`src/sv/b64codec_pkg.sv`:
```
// ----------------------------------------------------------------------------
// b64codec_pkg
// Shared types, character codes and alphabet mapping functions of the stream codec.
// ----------------------------------------------------------------------------
`default_nettype none

package b64codec_pkg;

  localparam int BITS_W      = 12;
  localparam int CNT_W       = 4;
  localparam int GRP_W       = 3;
  localparam int RES_CNT_W   = 3;
  localparam int QUEUE_DEPTH = 4;
  localparam int QPTR_W      = $clog2(QUEUE_DEPTH);
  localparam int QCNT_W      = QPTR_W + 1;

  // base_select codes
  localparam logic [1:0] BASE_64 = 2'd0;
  localparam logic [1:0] BASE_32 = 2'd1;
  localparam logic [1:0] BASE_16 = 2'd2;

  // configuration register indexes
  localparam logic [1:0] REG_BASE = 2'd0;
  localparam logic [1:0] REG_DIR  = 2'd1;
  localparam logic [1:0] REG_SKIP = 2'd2;

  // character codes
  localparam logic [7:0] CH_NUL    = 8'h00;
  localparam logic [7:0] CH_LF     = 8'h0A;
  localparam logic [7:0] CH_PLUS   = 8'h2B;
  localparam logic [7:0] CH_SLASH  = 8'h2F;
  localparam logic [7:0] CH_0      = 8'h30;
  localparam logic [7:0] CH_2      = 8'h32;
  localparam logic [7:0] CH_7      = 8'h37;
  localparam logic [7:0] CH_9      = 8'h39;
  localparam logic [7:0] CH_PAD    = 8'h3D;
  localparam logic [7:0] CH_UA     = 8'h41;
  localparam logic [7:0] CH_UF     = 8'h46;
  localparam logic [7:0] CH_UZ     = 8'h5A;
  localparam logic [7:0] CH_LA     = 8'h61;
  localparam logic [7:0] CH_LF_F   = 8'h66;
  localparam logic [7:0] CH_LZ     = 8'h7A;
  localparam logic [7:0] ASCII_MAX = 8'd127;

  typedef enum logic [1:0] {
    CLS_SYM,
    CLS_BAD,
    CLS_STOP,
    CLS_SKIP
  } cls_t;

  typedef struct packed {
    logic [7:0] chr;
    logic [5:0] sym;
    cls_t       cls;
    logic       last;
  } cmd_t;

  typedef struct packed {
    logic [1:0] base;
    logic       dir;
    logic       skip_nl;
  } cfg_t;

  typedef struct packed {
    logic       bad;
    logic [5:0] sym;
  } dsym_t;

  function automatic logic [CNT_W-1:0] sym_width(input logic [1:0] base);
    case (base)
      BASE_64: sym_width = CNT_W'(6);
      BASE_32: sym_width = CNT_W'(5);
      default: sym_width = CNT_W'(4);
    endcase
  endfunction

  // low bits of the symbol counter that must be zero at the end of a group
  function automatic logic [GRP_W-1:0] pad_mask(input logic [1:0] base);
    case (base)
      BASE_64: pad_mask = 3'b011;
      BASE_32: pad_mask = 3'b111;
      default: pad_mask = 3'b000;
    endcase
  endfunction

  function automatic logic [7:0] enc_char(input logic [1:0] base, input logic [5:0] v);
    logic [7:0] v8;
    v8 = {2'b00, v};
    case (base)
      BASE_64: begin
        if (v8 < 8'd26)      enc_char = CH_UA + v8;
        else if (v8 < 8'd52) enc_char = CH_LA + v8 - 8'd26;
        else if (v8 < 8'd62) enc_char = CH_0 + v8 - 8'd52;
        else if (v8 == 8'd62) enc_char = CH_PLUS;
        else                 enc_char = CH_SLASH;
      end
      BASE_32: enc_char = (v8 < 8'd26) ? CH_UA + v8 : CH_2 + v8 - 8'd26;
      default: enc_char = (v8 < 8'd10) ? CH_0 + v8 : CH_UA + v8 - 8'd10;
    endcase
  endfunction

  function automatic dsym_t dec_char(input logic [1:0] base, input logic [7:0] c);
    dsym_t      r;
    logic [7:0] s;
    r.bad = 1'b1;
    s     = 8'd0;
    if (c <= ASCII_MAX) begin
      case (base)
        BASE_64: begin
          if (c >= CH_UA && c <= CH_UZ) begin
            s = c - CH_UA; r.bad = 1'b0;
          end else if (c >= CH_LA && c <= CH_LZ) begin
            s = c - CH_LA + 8'd26; r.bad = 1'b0;
          end else if (c >= CH_0 && c <= CH_9) begin
            s = c - CH_0 + 8'd52; r.bad = 1'b0;
          end else if (c == CH_PLUS) begin
            s = 8'd62; r.bad = 1'b0;
          end else if (c == CH_SLASH) begin
            s = 8'd63; r.bad = 1'b0;
          end
        end
        BASE_32: begin
          if (c >= CH_UA && c <= CH_UZ) begin
            s = c - CH_UA; r.bad = 1'b0;
          end else if (c >= CH_2 && c <= CH_7) begin
            s = c - CH_2 + 8'd26; r.bad = 1'b0;
          end
        end
        default: begin
          if (c >= CH_0 && c <= CH_9) begin
            s = c - CH_0; r.bad = 1'b0;
          end else if (c >= CH_UA && c <= CH_UF) begin
            s = c - CH_UA + 8'd10; r.bad = 1'b0;
          end else if (c >= CH_LA && c <= CH_LF_F) begin
            s = c - CH_LA + 8'd10; r.bad = 1'b0;
          end
        end
      endcase
    end
    r.sym = s[5:0];
    return r;
  endfunction

endpackage

`default_nettype wire

```
`src/sv/base16_32_64_stream_codec_core.sv`:
```
// ----------------------------------------------------------------------------
// base16_32_64_stream_codec_core - base64/base32/base16 stream encoder and decoder
// An input transaction passes through the command queue and the output register.
// Throughput: one result per cycle from the bit engine unless the output stalls;
//   an item is held until its results are out (two per byte in base16 encode).
// Reset: synchronous active-low rst_n clears config, queue and engine state.
// ----------------------------------------------------------------------------
`default_nettype none

module base16_32_64_stream_codec_core
  import b64codec_pkg::*;
(
  input  wire logic       clk,
  input  wire logic       rst_n,
  input  wire logic       cfg_we,
  input  wire logic [1:0] cfg_index,
  input  wire logic [1:0] cfg_wdata,
  input  wire logic       in_tvalid,
  output logic            in_tready,
  input  wire logic [7:0] in_tdata,   // [7:0] char_in
  input  wire logic       in_tlast,
  output logic            out_tvalid,
  input  wire logic       out_tready,
  output logic [7:0]      out_tdata,  // [7:0] data
  output logic [1:0]      out_tuser,  // [0] data_valid, [1] error
  output logic            out_tlast
);

  cfg_t cfg_r;
  cmd_t push_cmd, head_cmd;
  logic q_push, q_pop, q_full, q_not_empty;

  always_ff @(posedge clk) begin
    if (!rst_n) begin
      cfg_r <= '0;
    end else if (cfg_we) begin
      unique case (cfg_index)
        REG_BASE: cfg_r.base    <= cfg_wdata;
        REG_DIR:  cfg_r.dir     <= cfg_wdata[0];
        REG_SKIP: cfg_r.skip_nl <= cfg_wdata[0];
        default:  cfg_r         <= cfg_r;
      endcase
    end
  end

  b64codec_front u_front (
    .in_tdata  (in_tdata),
    .in_tlast  (in_tlast),
    .in_tvalid (in_tvalid),
    .in_tready (in_tready),
    .cfg       (cfg_r),
    .q_full    (q_full),
    .q_push    (q_push),
    .q_cmd     (push_cmd)
  );

  b64codec_queue u_queue (
    .clk       (clk),
    .rst_n     (rst_n),
    .push      (q_push),
    .wr_cmd    (push_cmd),
    .pop       (q_pop),
    .rd_cmd    (head_cmd),
    .full      (q_full),
    .not_empty (q_not_empty)
  );

  b64codec_back u_back (
    .clk        (clk),
    .rst_n      (rst_n),
    .cfg        (cfg_r),
    .head       (head_cmd),
    .head_valid (q_not_empty),
    .pop        (q_pop),
    .out_tvalid (out_tvalid),
    .out_tready (out_tready),
    .out_tdata  (out_tdata),
    .out_tuser  (out_tuser),
    .out_tlast  (out_tlast)
  );

endmodule

`default_nettype wire

```
`src/sv/b64codec_front.sv`:
```
// ----------------------------------------------------------------------------
// b64codec_front
// Input side: takes a character transaction and classifies it for the back end.
// ----------------------------------------------------------------------------
`default_nettype none

module b64codec_front
  import b64codec_pkg::*;
(
  input  wire logic [7:0] in_tdata,   // [7:0] char_in
  input  wire logic       in_tlast,
  input  wire logic       in_tvalid,
  output logic            in_tready,
  input  wire cfg_t       cfg,
  input  wire logic       q_full,
  output logic            q_push,
  output cmd_t            q_cmd
);

  dsym_t dec;

  assign in_tready = !q_full;
  assign q_push    = in_tvalid && !q_full;

  always_comb begin
    dec        = dec_char(cfg.base, in_tdata);
    q_cmd.chr  = in_tdata;
    q_cmd.sym  = dec.sym;
    q_cmd.last = in_tlast;
    // order matters: terminators win over newline skipping, which wins over lookup
    if (in_tdata == CH_NUL || in_tdata == CH_PAD) begin
      q_cmd.cls = CLS_STOP;
    end else if (in_tdata == CH_LF && cfg.skip_nl) begin
      q_cmd.cls = CLS_SKIP;
    end else if (dec.bad) begin
      q_cmd.cls = CLS_BAD;
    end else begin
      q_cmd.cls = CLS_SYM;
    end
  end

endmodule

`default_nettype wire

```
`src/sv/b64codec_queue.sv`:
```
// ----------------------------------------------------------------------------
// b64codec_queue
// Small command FIFO between the classifier and the bit engine.
// ----------------------------------------------------------------------------
`default_nettype none

module b64codec_queue
  import b64codec_pkg::*;
(
  input  wire logic clk,
  input  wire logic rst_n,
  input  wire logic push,
  input  wire cmd_t wr_cmd,
  input  wire logic pop,
  output cmd_t      rd_cmd,
  output logic      full,
  output logic      not_empty
);

  cmd_t              mem_r [QUEUE_DEPTH];
  logic [QPTR_W-1:0] wr_ptr_r;
  logic [QPTR_W-1:0] rd_ptr_r;
  logic [QCNT_W-1:0] cnt_r;
  logic [QCNT_W-1:0] cnt_nxt;

  assign full      = (cnt_r == QCNT_W'(QUEUE_DEPTH));
  assign not_empty = (cnt_r != '0);
  assign rd_cmd    = mem_r[rd_ptr_r];

  always_comb begin
    cnt_nxt = cnt_r;
    if (push && !pop) cnt_nxt = cnt_r + QCNT_W'(1);
    if (pop && !push) cnt_nxt = cnt_r - QCNT_W'(1);
  end

  always_ff @(posedge clk) begin
    if (!rst_n) begin
      wr_ptr_r <= '0;
      rd_ptr_r <= '0;
      cnt_r    <= '0;
    end else begin
      if (push) wr_ptr_r <= wr_ptr_r + QPTR_W'(1);
      if (pop)  rd_ptr_r <= rd_ptr_r + QPTR_W'(1);
      cnt_r <= cnt_nxt;
    end
  end

  always_ff @(posedge clk) begin
    if (push) mem_r[wr_ptr_r] <= wr_cmd;
  end

endmodule

`default_nettype wire

```
`src/sv/b64codec_back.sv`:
```
// ----------------------------------------------------------------------------
// b64codec_back
// Bit accumulator engine: runs one queued command, one result per cycle while
// the receiver does not stall the output register, into the output register.
// ----------------------------------------------------------------------------
`default_nettype none

module b64codec_back
  import b64codec_pkg::*;
(
  input  wire logic       clk,
  input  wire logic       rst_n,
  input  wire cfg_t       cfg,
  input  wire cmd_t       head,
  input  wire logic       head_valid,
  output logic            pop,
  output logic            out_tvalid,
  input  wire logic       out_tready,
  output logic [7:0]      out_tdata,   // [7:0] data
  output logic [1:0]      out_tuser,   // [0] data_valid, [1] error
  output logic            out_tlast
);

  logic [BITS_W-1:0]    bits_r, bits_nxt, bits_s, ext;
  logic [CNT_W-1:0]     nbits_r, nbits_nxt, nbits_s;
  logic [GRP_W-1:0]     grp_r, grp_nxt;
  logic                 err_r, err_nxt, err_s;
  logic                 term_r, term_nxt, term_s;
  logic                 tail_r, tail_s;
  logic                 started_r;
  logic [RES_CNT_W-1:0] rc_r;
  logic                 out_valid_r;
  logic [7:0]           out_data_r;
  logic                 out_dv_r, out_err_r, out_eom_r;

  logic [CNT_W-1:0]     wsym, wsel, add_n;
  logic [CNT_W:0]       sum;
  logic [GRP_W-1:0]     pmask;
  logic [5:0]           sym_v;
  logic                 take, flush, pad, emit, more, cap, done;
  logic                 step, can_load, out_load;
  logic [7:0]           data;

  always_comb begin
    wsym  = sym_width(cfg.base);
    wsel  = cfg.dir ? CNT_W'(8) : wsym;
    pmask = pad_mask(cfg.base);

    // first cycle of a command folds in its push
    bits_s = bits_r;
    nbits_s = nbits_r;
    err_s  = err_r;
    term_s = term_r;
    tail_s = tail_r;
    add_n  = '0;
    if (!started_r) begin
      tail_s = 1'b0;
      if (!cfg.dir) begin
        bits_s = {bits_r[3:0], head.chr};
        add_n  = CNT_W'(8);
        tail_s = head.last;
      end else if (!term_r) begin
        unique case (head.cls)
          CLS_STOP: begin
            tail_s = 1'b1;
            term_s = 1'b1;
          end
          CLS_SKIP: tail_s = head.last;
          CLS_BAD: begin
            err_s   = 1'b1;
            term_s  = 1'b1;
            bits_s  = '0;
            nbits_s = '0;
          end
          CLS_SYM: begin
            case (cfg.base)
              BASE_64: bits_s = {bits_r[5:0], head.sym};
              BASE_32: bits_s = {bits_r[6:0], head.sym[4:0]};
              default: bits_s = {bits_r[7:0], head.sym[3:0]};
            endcase
            add_n  = wsym;
            tail_s = head.last;
          end
        endcase
      end
    end
    // saturate at the buffer size; older bits fall off the top
    sum = {1'b0, nbits_s} + {1'b0, add_n};
    if (sum > (CNT_W+1)'(BITS_W)) nbits_s = CNT_W'(BITS_W);
    else                          nbits_s = sum[CNT_W-1:0];

    take  = (nbits_s >= wsel);
    flush = !take && tail_s && (nbits_s != '0);
    pad   = !cfg.dir && !take && !flush && tail_s && ((grp_r & pmask) != '0);
    emit  = take || flush || pad;
    // leftover bits go out left-aligned
    ext   = take ? (bits_s >> (nbits_s - wsel)) : (bits_s << (wsel - nbits_s));
    sym_v = ext[5:0] & ~(6'h3F << wsym);

    if (pad)           data = CH_PAD;
    else if (!emit)    data = CH_NUL;
    else if (cfg.dir)  data = ext[7:0];
    else               data = enc_char(cfg.base, sym_v);

    bits_nxt  = bits_s;
    nbits_nxt = take ? (nbits_s - wsel) : (flush ? '0 : nbits_s);
    grp_nxt   = (!cfg.dir && emit) ? grp_r + GRP_W'(1) : grp_r;
    err_nxt   = err_s;
    term_nxt  = term_s;

    more = (nbits_nxt >= wsel) ||
           (tail_s && ((nbits_nxt != '0) || (!cfg.dir && ((grp_nxt & pmask) != '0))));
    // the last item of a message gives at most eight results; the eighth closes the message
    cap  = head.last && (rc_r == '1);
    done = !emit || !more || cap;

    can_load = !out_valid_r || out_tready;
    step     = head_valid && can_load;
    out_load = step && (emit || head.last);
    pop      = step && done;
  end

  always_ff @(posedge clk) begin
    if (!rst_n) begin
      bits_r      <= '0;
      nbits_r     <= '0;
      grp_r       <= '0;
      err_r       <= 1'b0;
      term_r      <= 1'b0;
      tail_r      <= 1'b0;
      started_r   <= 1'b0;
      rc_r        <= '0;
      out_valid_r <= 1'b0;
    end else begin
      if (step) begin
        if (done && head.last) begin
          bits_r  <= '0;
          nbits_r <= '0;
          grp_r   <= '0;
          err_r   <= 1'b0;
          term_r  <= 1'b0;
        end else begin
          bits_r  <= bits_nxt;
          nbits_r <= nbits_nxt;
          grp_r   <= grp_nxt;
          err_r   <= err_nxt;
          term_r  <= term_nxt;
        end
        tail_r    <= tail_s;
        started_r <= !done;
        rc_r      <= done ? '0 : rc_r + RES_CNT_W'(1);
      end
      if (out_load)        out_valid_r <= 1'b1;
      else if (out_tready) out_valid_r <= 1'b0;
    end
  end

  always_ff @(posedge clk) begin
    if (out_load) begin
      out_data_r <= data;
      out_dv_r   <= emit;
      out_err_r  <= err_s;
      out_eom_r  <= head.last && done;
    end
  end

  assign out_tvalid = out_valid_r;
  assign out_tdata  = out_data_r;
  assign out_tuser  = {out_err_r, out_dv_r};
  assign out_tlast  = out_eom_r;

endmodule

`default_nettype wire

```
`config.mk`:
```
export PLATFORM = sky130hd
export DESIGN_NAME = base16_32_64_stream_codec_core
export DESIGN_NICKNAME = d
export VERILOG_FILES = /design/src/sv/b64codec_pkg.sv /design/src/sv/base16_32_64_stream_codec_core.sv /design/src/sv/b64codec_front.sv /design/src/sv/b64codec_queue.sv /design/src/sv/b64codec_back.sv
export SDC_FILE = /design/constraint.sdc
export NUM_CORES = 1
export LEC_CHECK = 0
export BUFFER_PORTS_ARGS = -buffer_cell sky130_fd_sc_hd__buf_2
export CORE_MARGIN = 2
export CORE_UTILIZATION = 63
export DETAILED_ROUTE_END_ITERATION = 8
export PLACE_DENSITY = 0.79
export SYNTH_ARGS = -nofsm -noshare
export SYNTH_HDL_FRONTEND = slang
export SYNTH_HIERARCHICAL = 1
export SYNTH_SLANG_ARGS = --single-unit
```
`constraint.sdc`:
```
create_clock -name clk -period 8.6 [get_ports clk]
set_input_delay 0.86 -clock clk [delete_from_list [all_inputs] [get_ports clk]]
set_output_delay 0.86 -clock clk [all_outputs]
set_load 0.005 [all_outputs]
```
Yosys cells after proc, flatten, opt, wreduce, memory -nomap -nowiden --
Memory sizes are Yosys's and may differ from the RTL's. A register that Yosys moved wholly into a read port is not among the register bits. Cells that the tools add are included.
Operators by class: mux-type cells 83, add/sub/neg operators 26, shift-type cells 3, bitwise logic cells 5, reduce and logical (&&, ||, !) cells 62, eq/ne operators 14, magnitude comparators 18
Operator list (number):
- $mux W6 | 12
- $mux W8 | 7
- $mux W12 | 4
- $mux W4 | 12
- $pmux W12 S2 | 2
- $le A8 B7 Y1 const B | 5
- $mux W1 | 29
- $eq A8 B6 Y1 const B | 3
- $logic_and A1 B1 Y1 | 24
- $mux W3 | 7
- $sub A6 B6 Y6 const B | 3
- $add A7 B6 Y8 const A | 2
- $ge A8 B6 Y1 const B | 2
- $ge A8 B7 Y1 const B | 2
- $le A8 B6 Y1 const B | 2
- $pmux W8 S2 | 1
- $sub A8 B5 Y8 const B | 2
- $add A6 B6 Y7 const A | 2
- $add A6 B4 Y6 const B | 2
- $add A6 B5 Y6 const B | 2
- $lt A6 B6 Y1 const B | 2
- $pmux W6 S2 | 1
- $shl A12 B4 Y8 | 1
- $shr A12 B4 Y8 | 1
- other kinds (38) | 81
Word-level totals: bits in writable memories 68, flip-flop bits (word level) 49, output and inout bits 13, bits of input ports 18, logic and storage cells 232, memories kept 1
Memory list:
- u_queue.mem_r | words 4, width 17, rd ports 1, clocked after Yosys merged registers in 1, wr ports 1, RTL line b64codec_queue.sv:20 | cmd_t mem_r [QUEUE_DEPTH];

Longest topological paths before layout --
depth in word-level cells 34, depth in mapped cells 33

By module --
The synthesis kept the hierarchy.
By module, submodules not included:
- b64codec_back | cells an instance 636, times used 1, sequential area each 870.8 µm², area an instance 4850.9 µm²
- b64codec_queue | cells an instance 131, times used 1, sequential area each 2222.1 µm², area an instance 2935.3 µm²
- b64codec_front | cells an instance 182, times used 1, sequential area each 0.0 µm², area an instance 1340.0 µm²
- base16_32_64_stream_codec_core | cells an instance 17, times used 1, sequential area each 80.1 µm², area an instance 176.4 µm²

Worst setup path after synthesis --
OpenSTA, ideal clock, no wires.
path type reg-to-reg, from register with a tool-made name, to register u_queue.cnt_r[2], stages on the path, launching flop included 33, library setup time 76 ps, slack 1457 ps, arrival time 7068 ps, data required time 8524 ps, cells stage by stage dfxtp_1 buf_6 mux4_1 inv_1 ha_1 and3_1 nor2b_1 ha_1 fa_1 a21o_1 a21o_1 a21oi_1 nand2_1 ha_1 fa_1 a21boi_0 o21ai_0 clkbuf_1 a21o_1 o22ai_1 ha_1 a21o_1 a21o_1 a21oi_1 o21ai_0 or3_1 o41ai_1 and2_1 ha_1 fa_1 xnor2_1 or3_1 a21boi_0
RTL lines:
- end signal: assignment | RTL line b64codec_queue.sv:44 | cnt_r <= cnt_nxt;
- end: declaration | RTL line b64codec_queue.sv:23 | logic [QCNT_W-1:0] cnt_r;

==> run_results.csv <==
group,metric,value,unit
run_status,status,"finished, final reports clean",
floorplan,rows,44,
layout,fin_area,0.009967,mm²
layout,fillers,1094,
yosys,synthesis.area,0.009303,mm²
global_route,grt_pass1_wl,41.19,mm
global_route,grt_pass1_vias,7706,
flow_run,maxCapViolations,0,
place,pre_cts_ws,684.0,ps
yosys,async_reset_ff_share,0,%
timing,slew_violations,0,
yosys,synth.avg_cell_area,9.630,µm²
floorplan,die_area,0.01575,mm²
detailed_routing,via_per_inst,6.964,
layout,synthToLayoutAreaGrowth,7.142,%
power,seqPwrFrac,19.1,%
power,ir_drop,0.2920,mV
power,swShare,50.40,%
yosys,synth_area_leaders,"edfxtp_1 26%, dfxtp_1 8.6%, ha_1 8.1%",
setup_path,crit_slowest_cell,"dfxtp_1",
place,dpl.hpwl,18.17,mm
place,portBuffers,30,
yosys,synth_cells,966,
timing,fmaxAchievable,125.3,MHz
setup_path,rr_worst_depth,28,
global_route,track_usage,32.99,%
global_route,grt_max_degree,42,
detailed_routing,routed_wl,25.51,mm
detailed_routing,vias,8092,
yosys,yosys.area.top_type,"edfxtp_1",
setup_path,endpoint_kind,"flip-flop",
detailed_routing,ant_nets,0,
yosys,synth_mux_area_share,9.052,%
timing,tns,0,ps
power,finalPower,0.004450,W
yosys,synth_common_cells,"79 x edfxtp_1, 79 x nand2_1, 60 x ha_1",
yosys,synth_ff_type,"edfxtp_1",
setup_path,crit_fanout,15,
global_route,antenna_found_initial,0,
clock_network,insertion_delay,420,ps
min_path,hold_depth,2,
power,pwr-share-clk,14.3,%
clock_network,clock_sinks,119,
detailed_routing,drc,0,
clock_network,cts_inserted_buffers,17,
setup_path,worstPathRequired,8770,ps
power,internal_power,0.002207,W
floorplan,core-area,0.01448,mm²
place,gp_congestion,0.9899,
power,combPwrFrac,66.5,%
floorplan,die_w,125.5,µm
yosys,ys_seq_elements,119,
layout,n_antenna_cell,0,
timing,setup_viol,0,
timing,period_needed,7978,ps
clock_network,cts_resized,0,
yosys,ys_types,102,
setup_path,critPathMostFrequentCell,"ha_1",
timing,rsz0062_at_grt,"false",
timing,fin_worst_skew,12.59,ps
clock_network,clockBufferDepth,2,
detailed_routing,firstDrtPassIters,6,
yosys,synth_compound_area_share,21.71,%
power,p_leak,3.898,nW
clock_network,htreeDepth,4,
yosys,synth_top_family_by_area,"compound AO/OA/AOI/OAI gates",
global_route,gr-total-overflow,0,
yosys,synth-simple-area-share,17.59,%
power,switchingPower,0.002243,W
yosys,yosys.area.top_type_share,25.50,%
layout,nNetsFinal,1047,
setup_path,worstSetupStartpointType,"flip-flop",
detailed_routing,wl_per_cell,21.95,µm
floorplan,die_h,125.5,µm
yosys,synthesis.nets,1048,
yosys,synthAdderAreaFrac,8.931,%
clock_network,cts-root-buf,"clkbuf_16",
timing,worst_slew_pin_slew,1062,ps
timing,hold_violations,0,
detailed_routing,drt_iter0_drc,1108,
clock_network,cts-hold-fix-buffers,0,
clock_network,cts_tree,"yes",
clock_network,cts_setup_buffers,0,
setup_path,path_class,"reg2reg",
yosys,synth_edf_count,79,
timing,fin_crit_sh,92.77,%
power,powerDensity,446.5,mW/mm²
timing,setup_ws,622.2,ps
clock_network,clk_pin_slew,60,ps
timing,relSlewSlack,29.22,%
layout,layout-drive-gt1-share,13.29,%
setup_path,arrival,8140,ps
yosys,synth-seq-area-share,34.11,%
min_path,hp-class,"reg2reg",
floorplan,start_util,64.25,%
timing,hold_ws,462.8,ps
yosys,yosys.area_share.xor_xnor,2.529,%
floorplan,ios,31,
place,dpl_cell_area,0.009429,mm²
setup_path,slowest_delay,630,ps
yosys,yosysWarnings,6,
==> layout make-up <==
type	instances	area (µm²)	share of cell area [%]
Clock buffer	19	432.9	4.343
Clock inverter	13	97.59	0.9792
Inverter	57	214.0	2.147
Multi-Input combinational cell	727	5572	55.90
Sequential cell	119	3173	31.84
Tap cell	184	230.2	2.310
Timing Repair Buffer	43	247.7	2.486
==> stage by stage <==
| stage | utilization [%] | cells |
|---|---|---|
| 5_1_grt | 68.84 | 1162 |
| 2_1_floorplan | - | 966 |
| 3_3_place_gp | 65.12 | 1130 |
| 3_5_place_dp | 65.12 | 1130 |
| 6_report | 68.84 | 1162 |
| 4_1_cts | 68.79 | 1162 |
==> kinds of logic after synthesis <==
logic type / after synthesis
AOI/OAI and AO/OA: 282
xor gates and xnor gates: 26
adders and majority gates: 64
buffers and inverters: 120
DFF: 119
muxes: 49
and+or+nand+nor: 306
==> flip-flops by register name, indices dropped and copies added, names as in the netlist, 3 cells and up, named ones only <==
name and count:
cfg_r 4, u_back/grp_r 3, u_back/out_tdata 8, u_back/nbits_r 4, u_back/rc_r 3, u_queue/cnt_r 3, u_queue/mem_r 68, u_back/bits_r 12
==> layout by cell type (no fill, tap or decap), types with 14 or more instances in the layout <==
cell type   n
nor2_1     48
o211ai_1   15
nand3_1    40
o21ai_0    34
dfxtp_1    40
a21o_1     17
mux2i_1    14
mux4_2     18
inv_1      49
edfxtp_1   79
nand2b_1   20
clkbuf_16  17
ha_1       60
nand2_1    79
a211oi_1   20
xnor2_1    16
nor3_1     14
a21oi_1    59
buf_2      30
and2_1     16
==> worst max-delay path, delay by kind of cell (launching register included) <==
family | cells | cell delay [ps]
AO/OA/AOI/OAI | 10 | 1970
XOR/XNOR | 2 | 320
adder cells (fa/ha/maj) | 6 | 1960
buffers and inverters | 3 | 550
flip-flops | 1 | 630
multiplexers | 1 | 400
AND/OR/NAND/NOR | 6 | 1890
==> power by group through the flow <==
stage	Combinational (W)	Sequential, W	Clock (W)
2_1_floorplan	0.00222	0.000829	0
3_3_place_gp	0.00283	0.000853	0
3_5_place_dp	0.00284	0.000860	0
4_1_cts	0.00285	0.000849	0.000643
5_1_grt	0.00323	0.000862	0.000670
6_report	0.00296	0.000852	0.000637
==> routing by layer <==
layer | wire (µm) | global-route usage, % | up-vias
met5 | 0 | 0 | -
met4 | 981 | 13.92 | 0
met3 | 2652 | 7.488 | 82
met2 | 11770 | 52.27 | 539
met1 | 10100 | 43.82 | 3811
li1 | - | - | 3660
==> path summary, 6_finish.rpt <==
path                    endpoint  slack (ps)              start
max          u_back/out_tdata[5]         620          flip-flop
min            u_back/nbits_r[3]         460  u_back/nbits_r[3]
max reg2reg  u_back/out_tdata[5]         620          flip-flop
min reg2reg    u_back/nbits_r[3]         460  u_back/nbits_r[3]
(Power assumes the default switching activity.)
